`config.mk`:
```
export PLATFORM = sky130hd
export DESIGN_NAME = rop_ctrl
export DESIGN_NICKNAME = d
export VERILOG_FILES = /design/src/rtl/rop_pkg.sv /design/src/rtl/rop_ctrl.sv
export SDC_FILE = /design/constraint.sdc
export NUM_CORES = 1
export LEC_CHECK = 0
export ABC_CLOCK_PERIOD_IN_PS = 2150
export BUFFER_PORTS_ARGS = -buffer_cell sky130_fd_sc_hd__buf_2
export CAP_MARGIN = 20
export CORE_ASPECT_RATIO = 0.75
export CORE_MARGIN = 4
export CORE_UTILIZATION = 49
export DETAILED_ROUTE_END_ITERATION = 7
export PLACE_DENSITY = 0.75
export SLEW_MARGIN = 0
export SYNTH_ARGS = -nofsm -noshare
export SYNTH_HDL_FRONTEND = slang
export SYNTH_SLANG_ARGS = --single-unit
```
`constraint.sdc`:
```
create_clock -name clk -period 2.15 [get_ports clk]
set_clock_uncertainty 0.05 [all_clocks]
set_input_delay 0.645 -clock clk [delete_from_list [all_inputs] [get_ports clk]]
set_output_delay 0.645 -clock clk [all_outputs]
set_load 0.005 [all_outputs]
```
`src/rtl/rop_pkg.sv`:
```
package rop_pkg;

  localparam logic signed [31:0] T_INF = 32'sh7FFF_FFFF;
  localparam logic signed [31:0] T_MIN = 32'sh8000_0000;

  // configuration register indexes
  localparam logic [2:0] REG_ORIGIN_X = 3'd0;
  localparam logic [2:0] REG_ORIGIN_Y = 3'd1;
  localparam logic [2:0] REG_ORIGIN_Z = 3'd2;
  localparam logic [2:0] REG_DIR_X    = 3'd3;
  localparam logic [2:0] REG_DIR_Y    = 3'd4;
  localparam logic [2:0] REG_DIR_Z    = 3'd5;

  typedef struct packed {
    logic       in_rdy;
    logic       q_mul;
    logic       q_wr;
    logic       r_mul;
    logic       r_acc;
    logic       h_mul;
    logic       h_wr;
    logic       div_start;
    logic       div_hi;
    logic       t0_wr;
    logic       t1_wr;
    logic       slab_upd;
    logic       commit;
    logic       emit;
    logic [3:0] k;
    logic [2:0] j;
    logic [1:0] r;
    logic [1:0] axis;
  } cmd_t;

  typedef struct packed {
    logic in_acc;
    logic in_movable;
    logic in_last;
    logic last;
    logic d_zero;
    logic par_miss;
    logic div_done;
    logic slab_miss;
    logic better;
    logic out_free;
  } sts_t;

  function automatic logic signed [31:0] sat32(input logic signed [63:0] v);
    if (v > 64'(T_INF)) return T_INF;
    if (v < 64'(T_MIN)) return T_MIN;
    return v[31:0];
  endfunction

  // round half up from Q32 to Q16
  function automatic logic signed [47:0] rnd64(input logic signed [63:0] v);
    logic signed [63:0] s;
    s = v + 64'sd32768;
    return s[63:16];
  endfunction

endpackage

```
`src/rtl/rop_ctrl.sv`:
```
module rop_ctrl (
  input  logic          clk,
  input  logic          rst,
  input  rop_pkg::sts_t sts,
  output rop_pkg::cmd_t cmd
);
  import rop_pkg::*;

  typedef enum logic [14:0] {
    S_IDLE   = 15'b000000000000001,
    S_QMUL   = 15'b000000000000010,
    S_QACC   = 15'b000000000000100,
    S_RMUL   = 15'b000000000001000,
    S_RACC   = 15'b000000000010000,
    S_AXIS   = 15'b000000000100000,
    S_DIV0   = 15'b000000001000000,
    S_DIV1   = 15'b000000010000000,
    S_SLAB   = 15'b000000100000000,
    S_DECIDE = 15'b000001000000000,
    S_HMUL   = 15'b000010000000000,
    S_HACC   = 15'b000100000000000,
    S_COMMIT = 15'b001000000000000,
    S_ENDQ   = 15'b010000000000000,
    S_FINISH = 15'b100000000000000
  } state_t;

  state_t     state;
  logic [3:0] k;
  logic [2:0] j;
  logic [1:0] r;
  logic [1:0] axis;

  always_comb begin
    cmd      = '0;
    cmd.k    = k;
    cmd.j    = j;
    cmd.r    = r;
    cmd.axis = axis;
    unique case (state)
      S_IDLE:   cmd.in_rdy = 1'b1;
      S_QMUL:   cmd.q_mul = 1'b1;
      S_QACC:   cmd.q_wr = 1'b1;
      S_RMUL:   cmd.r_mul = 1'b1;
      S_RACC:   cmd.r_acc = 1'b1;
      S_AXIS:   cmd.div_start = !sts.d_zero;
      S_DIV0: begin
        cmd.t0_wr     = sts.div_done;
        cmd.div_start = sts.div_done;
        cmd.div_hi    = 1'b1;
      end
      S_DIV1:   cmd.t1_wr = sts.div_done;
      S_SLAB:   cmd.slab_upd = 1'b1;
      S_HMUL:   cmd.h_mul = 1'b1;
      S_HACC:   cmd.h_wr = 1'b1;
      S_COMMIT: cmd.commit = 1'b1;
      S_FINISH: cmd.emit = sts.out_free;
      default: ;
    endcase
  end

  always_ff @(posedge clk) begin
    if (rst) begin
      state <= S_IDLE;
      k     <= '0;
      j     <= '0;
      r     <= '0;
      axis  <= '0;
    end else begin
      unique case (state)
        S_IDLE: begin
          k    <= '0;
          j    <= '0;
          r    <= '0;
          axis <= '0;
          if (sts.in_acc) begin
            if (sts.in_movable) state <= S_QMUL;
            else if (sts.in_last) state <= S_FINISH;
          end
        end
        S_QMUL: state <= S_QACC;
        S_QACC: begin
          if (k == 4'd8) state <= S_RMUL;
          else begin
            k     <= k + 4'd1;
            state <= S_QMUL;
          end
        end
        S_RMUL: state <= S_RACC;
        S_RACC: begin
          if (r == 2'd2) begin
            r <= '0;
            if (j == 3'd5) state <= S_AXIS;
            else begin
              j     <= j + 3'd1;
              state <= S_RMUL;
            end
          end else begin
            r     <= r + 2'd1;
            state <= S_RMUL;
          end
        end
        S_AXIS: begin
          if (!sts.d_zero) state <= S_DIV0;
          else if (sts.par_miss) state <= S_ENDQ;
          else if (axis == 2'd2) begin
            axis  <= '0;
            state <= S_DECIDE;
          end else axis <= axis + 2'd1;
        end
        S_DIV0: if (sts.div_done) state <= S_DIV1;
        S_DIV1: if (sts.div_done) state <= S_SLAB;
        S_SLAB: begin
          if (sts.slab_miss) state <= S_ENDQ;
          else if (axis == 2'd2) begin
            axis  <= '0;
            state <= S_DECIDE;
          end else begin
            axis  <= axis + 2'd1;
            state <= S_AXIS;
          end
        end
        S_DECIDE: state <= sts.better ? S_HMUL : S_ENDQ;
        S_HMUL:   state <= S_HACC;
        S_HACC: begin
          if (axis == 2'd2) state <= S_COMMIT;
          else begin
            axis  <= axis + 2'd1;
            state <= S_HMUL;
          end
        end
        S_COMMIT: state <= S_ENDQ;
        S_ENDQ:   state <= sts.last ? S_FINISH : S_IDLE;
        S_FINISH: if (sts.out_free) state <= S_IDLE;
        default:  state <= S_IDLE;
      endcase
    end
  end
endmodule

```
; Word-level counts from Yosys, hierarchy flattened
; Cells that the tools add are included.
[classes]
n_eq_ne = 32
addsub = 4
reduce_logical = 8
mux = 44
[ops]
columns = cell, count
row1 = 15-bit case mux with 15 select lines, 1
row2 = 15-bit 2-to-1 mux, 11
row3 = 14-bit 2-to-1 mux, 2
row4 = 2-bit != test (second input constant), 11
row5 = 15-bit by 1-bit == test with 1-bit output (second input constant), 1
row6 = 15-bit by 10-bit == test with 1-bit output (second input constant), 1
row7 = 15-bit by 11-bit == test with 1-bit output (second input constant), 1
row8 = 15-bit by 12-bit == test with 1-bit output (second input constant), 1
row9 = 15-bit by 13-bit == test with 1-bit output (second input constant), 1
row10 = 15-bit by 14-bit == test with 1-bit output (second input constant), 1
row11 = 15-bit == test (second input constant), 1
row12 = 15-bit by 2-bit == test with 1-bit output (second input constant), 1
row13 = 15-bit by 3-bit == test with 1-bit output (second input constant), 1
row14 = 15-bit by 4-bit == test with 1-bit output (second input constant), 1
row15 = 15-bit by 5-bit == test with 1-bit output (second input constant), 1
row16 = 15-bit by 6-bit == test with 1-bit output (second input constant), 1
row17 = 15-bit by 7-bit == test with 1-bit output (second input constant), 1
row18 = 15-bit by 8-bit == test with 1-bit output (second input constant), 1
row19 = 15-bit by 9-bit == test with 1-bit output (second input constant), 1
row20 = 2-bit 2-to-1 mux, 7
row21 = 13-bit 2-to-1 mux, 1
row22 = 1-bit 2-to-1 mux, 11
row23 = 10-bit 2-to-1 mux, 1
row24 = 4-bit 2-to-1 mux, 2
row25 = other kinds (22), 26
[word_totals]
input_bits = 12
word_cells = 93
out_inout_bits = 25
regBits = 26

; Logic depth before layout (Yosys ltp)
; Gate-level depths: netlist (run 1).
[depth]
ltp_word = 5
depth_mapped = 8
ltp_nobuf = 7

; Least setup slack after synthesis (run 1)
; OpenSTA, ideal clock, no wires.
[synth_path]
path_kind = register -> output
startpoint = reg state[2]
endpoint = out cmd[17] in the netlist's numbering
arrival_ns = 1.540
path_buffers = 1
path_slack_ns = -0.085
required_time_ns = 1.455
path_stages_with_launch = 6
cell_sequence = dfxtp_1 -> clkbuf_2 -> nor4_4 -> nand4_1 -> or3_1 -> o21ai_0
[synth_lines]
columns = element, line
row1 = from (decl), rop_ctrl.sv:27  ; state_t state;
row2 = from (signal assigned), rop_ctrl.sv:122  ; S_DECIDE: state <= sts.better ? S_HMUL : S_ENDQ;
row3 = from (signal assigned), rop_ctrl.sv:132  ; S_ENDQ: state <= sts.last ? S_FINISH : S_IDLE;
row4 = to (decl), rop_ctrl.sv:5  ; output rop_pkg::cmd_t cmd

==> impl_metrics.ini, run 1 <==
[synthesis]
yosysSeqAreaShare_pct = 29.0
ys.warnings.count = 0
syn-num-nets = 243
synth.largest_area_cell = dfxtp_1
synthesis.area_per_instance_um2 = 8.00
synth_common_cells = nor2_1 (28), dfxtp_1 (26), nand2_1 (17)
ys_types = 54
ys_seq_elements = 26
synth-main-ff-cell = dfxtp_1
synth_edf_count = 0
synth_top_area_share_pct = 29.0
synth_area_um2 = 1790
synth_area_leaders = dfxtp_1 (29%), nor2_1 (5.9%), ha_1 (4.9%), nor4_4 (4.7%), nand2_1 (3.6%)
syn-instance-count = 224
yosysMostFrequentCell = nor2_1
async_reset_ff_share_pct = 0

[floorplan]
start_util_pct = 52.7
ioPinCount = 37
fp.coreArea_um2 = 3400
num_rows = 18
dieArea_um2 = 4700
die_h_um = 60.4
die_w_um = 77.9

[grt]
antenna_found_initial = 0
grt-ovfl-total = 0
grt_max_degree = 19
grt_pass1_vias = 2005
grt.total_usage_pct = 27.0
grt_pass1_wl_um = 9870

[route]
viasPerCell = 6.41
firstDrtPassIters = 5
avgRoutedWirePerCell_um = 21.0
vias = 2364
routed_wl_um = 7740
final_antenna_net_count = 0
drt_iter0_markers = 225
drc = 0

[layout]
synthToLayoutAreaGrowth_pct = 56.2
fin_nets = 340
drive_gt1_share_pct = 48.6
n_antenna_cell = 0
final_util_pct = 82.3

[cts]
cts_tree = built
clk_pin_slew_ps = 90
cts.path.max_buffers = 2
clkSinkCount = 26
cts-root-buf = clkbuf_8
h-tree-depth = 1
cts_made_buffers = 3
insertion_delay_ps = 290

[sta]
period_minus_slack_ps = 2610
worst_hold_slack_ps = 433
hold_violations = 0
fmax_mhz = 384
timing.slew.headroom_pct = 73.5
worstMarginPinSlew_ps = 394
slew_violations = 0
setup_viol = 24
finalWorstSetupSlack_ps = -456
fin_crit_sh_pct = 121
rsz0062_at_grt = yes

[critical_path]
r2r_setup_slack_ps = -310
worstPathRequired_ps = 1450
r2r_end = axis[1]$_SDFFE_PP0P_
r2r_cells = 9
crit_arrival_ps = 1910
crit_fanout = 4
endpoint_kind = output port
path_class = reg -> out
critical_path.startpoint_type = flip-flop
reg2reg_from = state[11]$_SDFFE_PP0P_

[job]
max_cap_violations = 0

[power_and_ir_drop]
leakage_nw = 1.19
peakVddDrop_mv = 0.556
power_density_nw_per_um2 = 615

[worst_hold_path]
hold_end = r[1]$_SDFFE_PP0P_
hold_path.class = reg -> reg
min_from = r[1]$_SDFFE_PP0P_
hold-path-cell-count = 2

[outcome]
failed_checks = setup timing
status = complete, but fails checks

[placed_design]
post-place-ws_ps = -56.3
gp_congestion = 0.931
dp_hpwl_um = 4050
io_buffers = 36
-- where the power goes --
part	switching, mW	internal, mW	leakage, nW
logic	0.501	0.389	0.957
registers	0.0277	0.503	0.215
clock network	0.175	0.127	0.0216
-- worst max-delay path: stages (launching register included) --
cell and delay [ps]:
dfxtp_4 370, nor4_4 340, nand4_1 270, or3_4 470, o21ai_2 60, buf_2 130
-- metal layers --
| layer | vias up | share of wire, % | wire length [um] | track usage (%) |
|---|---|---|---|---|
| li1 | 1011 | - | - | - |
| met1 | 1116 | 40 | 3100 | 34.6 |
| met2 | 188 | 45 | 3470 | 44.9 |
| met3 | 49 | 9.6 | 746 | 5.49 |
| met4 | 0 | 5.5 | 427 | 12.2 |
| met5 | - | 0 | 0 | 0 |
-- final cells by class --
type	instances	area [um^2]
Timing Repair Buffer	102	713
Sequential cell	26	537
Inverter	10	37.5
Tap cell	50	62.6
Clock buffer	3	41.3
Fill cell	201	601
Multi-Input combinational cell	178	1410
-- cell families after synthesis --
kind of cell	synth area share [%]
simple gates	41.0
fa+ha+maj	4.88
mux	1.67
flops	29.0
xor+xnor	2.93
compound gates	15.8
buf+inv	4.67
-- metrics by stage --
step                      setup TNS [ps]  std cells  total power [mW]  instance area, um^2
after global placement              -107        345              1.19                 2330
after CTS                          -2830        359              1.57                 2600
after floorplan                    -28.3        224             0.922                 1800
after detailed placement           -97.3        345              1.20                 2330
after global routing               -8330        369              1.78                 2800
final                              -6340        369              1.72                 2800
-- worst max-delay path by stage --
stage | endpoint | startpoint | cells past startpoint | slack, ps
2_1_floorplan | cmd[17] | state[0]$_SDFFE_PP1P_ | 5 | -30
3_3_place_gp | cmd[17] | state[5]$_SDFFE_PP0P_ | 4 | -40
3_5_place_dp | cmd[17] | state[8]$_SDFFE_PP0P_ | 5 | -60
4_1_cts | cmd[17] | state[8]$_SDFFE_PP0P_ | 5 | -310
5_1_grt | cmd[17] | state[11]$_SDFFE_PP0P_ | 5 | -580
6_report | cmd[17] | state[11]$_SDFFE_PP0P_ | 5 | -460
-- flip-flops by register name (all words and copies together), names as in the netlist --
register	cells
axis	2
j	3
k	4
r	2
state	15
-- placed cells by master, fill, tap and decap left out, drive strengths merged, types with 2 or more instances in the layout --
cell type  instances
nand2b             6
clkbuf             3
o21bai             2
nor2              28
and2               3
or3                6
dfxtp             26
mux2i              3
xor2               4
o311ai             2
nor3b              3
a211oi             3
nor2b              6
xnor2              2
o21ai              4
nand3             10
a21oi             13
buf              102
ha                 7
nand2             17
nand4              6
nor4               7
nand3b             3
inv               10
o311a              2
or4                3
or2                3
nor3              10
o22ai              5
nor4b              3
a211o              2
and3               3
a22oi              2
-- repair_timing --
| item | CTS | global route |
|---|---|---|
| setup endpoints to repair | 17 | 31 |
| resized for setup | 35 | 24 |
| pin swaps | 12 | 28 |
| hold buffers | 0 | 0 |
| buffers inserted | 12 | 14 |
Note: power is estimated with default switching activity, not from simulation.
==> inputs of run 2 (changes only) <==
--- a/config.mk
+++ b/config.mk
@@ -9,7 +9,7 @@
 export BUFFER_PORTS_ARGS = -buffer_cell sky130_fd_sc_hd__buf_2
 export CAP_MARGIN = 20
 export CORE_ASPECT_RATIO = 0.75
-export CORE_MARGIN = 4
+export CORE_MARGIN = 2
 export CORE_UTILIZATION = 49
 export DETAILED_ROUTE_END_ITERATION = 7
 export PLACE_DENSITY = 0.75
==> run 2 against run 1 <==
  * The run still ends with setup timing left
  * Final area grew 1.9%
  * Combinational power grew 11%
  * Register-to-register slack gained 110 ps
  * Critical path depth is the same
  * Flip-flop and latch count is the same
  * Critical endpoint unchanged
  * Highest routed layer unchanged
==> impl_metrics.ini, run 2 (synthesis results as in run 1) <==
[route]
drc = 0
routed_wl_um = 7560
final_antenna_net_count = 0
viasPerCell = 6.32
wl_met1_um = 3000
vias = 2302
avgRoutedWirePerCell_um = 20.8
firstDrtPassIters = 5
wl_met2_um = 3310
drt_iter0_markers = 276
wl_met3_um = 830
maxUsedRoutingLayer = met4

[layout]
largest_reg_flops = 15
final_cell_mix = buf_4 (50), buf_2 (35), nor2_1 (22)
regMostFlops = state
drive_gt1_share_pct = 51.0
synthToLayoutAreaGrowth_pct = 59.1
final_common_cell = buf_4
multi_input_area_um2 = 1480
fin_nets = 334
fill_cells = 181
n_antenna_cell = 0
regArea_um2 = 536
reg_top3 = state x15, k x4, j x3

[critical_path]
endpoint_kind = output port
critical_path.startpoint_type = flip-flop
worstPathRequired_ps = 1450
path_delay_family = simple AND/OR/NAND/NOR gates
crit_fanout = 4
path_class = reg -> out
crit_arrival_ps = 1940
cp_num_buf_inv = 1
worstPathCellList = nor4_4, nand4_1, or3_4, o21ai_1, buf_2
max_stage_delay_ps = 450
slowest_stage = or3_4

[grt]
antenna_found_initial = 0
grt-ovfl-total = 0
grt_pass1_vias = 1834
grt.total_usage_pct = 27.7
grt_pass1_wl_um = 8960
grt_max_degree = 19

[placed_design]
dp_hpwl_um = 3830
post-place-ws_ps = -57.8
gp_congestion = 0.965
io_buffers = 36

[outcome]
status = complete, but fails checks
failed_checks = setup timing

[cts]
h-tree-depth = 1
cts.path.max_buffers = 2
cts_made_buffers = 3
clkSinkCount = 26
insertion_delay_ps = 290
cts-root-buf = clkbuf_8
cts_tree = built
clk_pin_slew_ps = 110

[sta]
fin_crit_sh_pct = 123
hold_violations = 0
timing.slew.headroom_pct = 73.2
fmax_mhz = 379
rsz0062_at_grt = yes
setup_viol = 25
worst_hold_slack_ps = 478
worstMarginPinSlew_ps = 399
slew_violations = 0
finalWorstSetupSlack_ps = -488
period_minus_slack_ps = 2640

[worst_hold_path]
hold_path.class = reg -> reg

[floorplan]
num_rows = 18
die_w_um = 73.9
dieArea_um2 = 4160
start_util_pct = 52.7
die_h_um = 56.4
ioPinCount = 37
fp.coreArea_um2 = 3400

[power_and_ir_drop]
peakVddDrop_mv = 0.464
power_mw = 1.87
leakage_nw = 1.19
power_density_nw_per_um2 = 656

[job]
max_cap_violations = 0
==> run 2: changes by cell type in the layout (fill, tap and decap cells not counted), sizes merged <==
cell    change
clkbuf      +1
buf         -6
==> run 2: worst min-delay path, stage by stage (launching register included) <==
cell and delay [ps]:
dfxtp_1 360, nand2_1 90, a21oi_2 50
==> run 2: power by group <==
group | total (mW) | switching [mW] | leakage [nW] | internal [mW]
registers | 0.534 | 0.0298 | 0.215 | 0.504
clock network | 0.354 | 0.189 | 0.0288 | 0.165
logic | 0.985 | 0.545 | 0.947 | 0.440
total | 1.87 | 0.763 | 1.19 | 1.11
==> run 2: path summary, 6_finish.rpt <==
path                                            start                    end  slack (ps)  depth (start not counted)
worst max-delay path            state[9]$_SDFFE_PP0P_                cmd[17]        -490                          5
worst min-delay path                k[3]$_SDFFE_PP0P_      k[3]$_SDFFE_PP0P_         480                          2
worst max register to register  state[9]$_SDFFE_PP0P_  state[0]$_SDFFE_PP1P_        -200                          9
worst min register to register      k[3]$_SDFFE_PP0P_      k[3]$_SDFFE_PP0P_         480                          2
==> run 2: layout make-up <==
cell class	instances	share of cell area (%)
clock buffer	4	1.93
inverter	10	1.32
multi-input combinational	178	51.8
sequential	26	18.8
tap	50	2.19
timing repair buffer	96	23.9
==> run 2: metal layers <==
| layer | vias to the layer above | track usage, % |
|---|---|---|
| met5 | - | 0 |
| met3 | 58 | 8.26 |
| li1 | 1001 | - |
| met2 | 186 | 39.2 |
| met1 | 1057 | 40.6 |
| met4 | 0 | 7.01 |
==> run 2: what timing repair did <==
action                                  in CTS  in global routing
hold buffers                                 0                  0
gates resized for setup                     27                 49
pin swaps                                    6                 24
setup buffers                                6                 14
endpoints found under the setup margin      17                 26
cloned                                       0                  0
==> run 2: metrics by stage <==
step                utilization, %  cells  setup TNS (ps)  instance area (um^2)
floorplan                        -    224           -28.3                  1800
global placement              67.5    341           -45.1                  2300
detailed placement            67.5    341            -101                  2300
CTS                           74.1    351           -3370                  2520
global route                  83.9    364           -7830                  2850
finish                        83.9    364           -6110                  2850
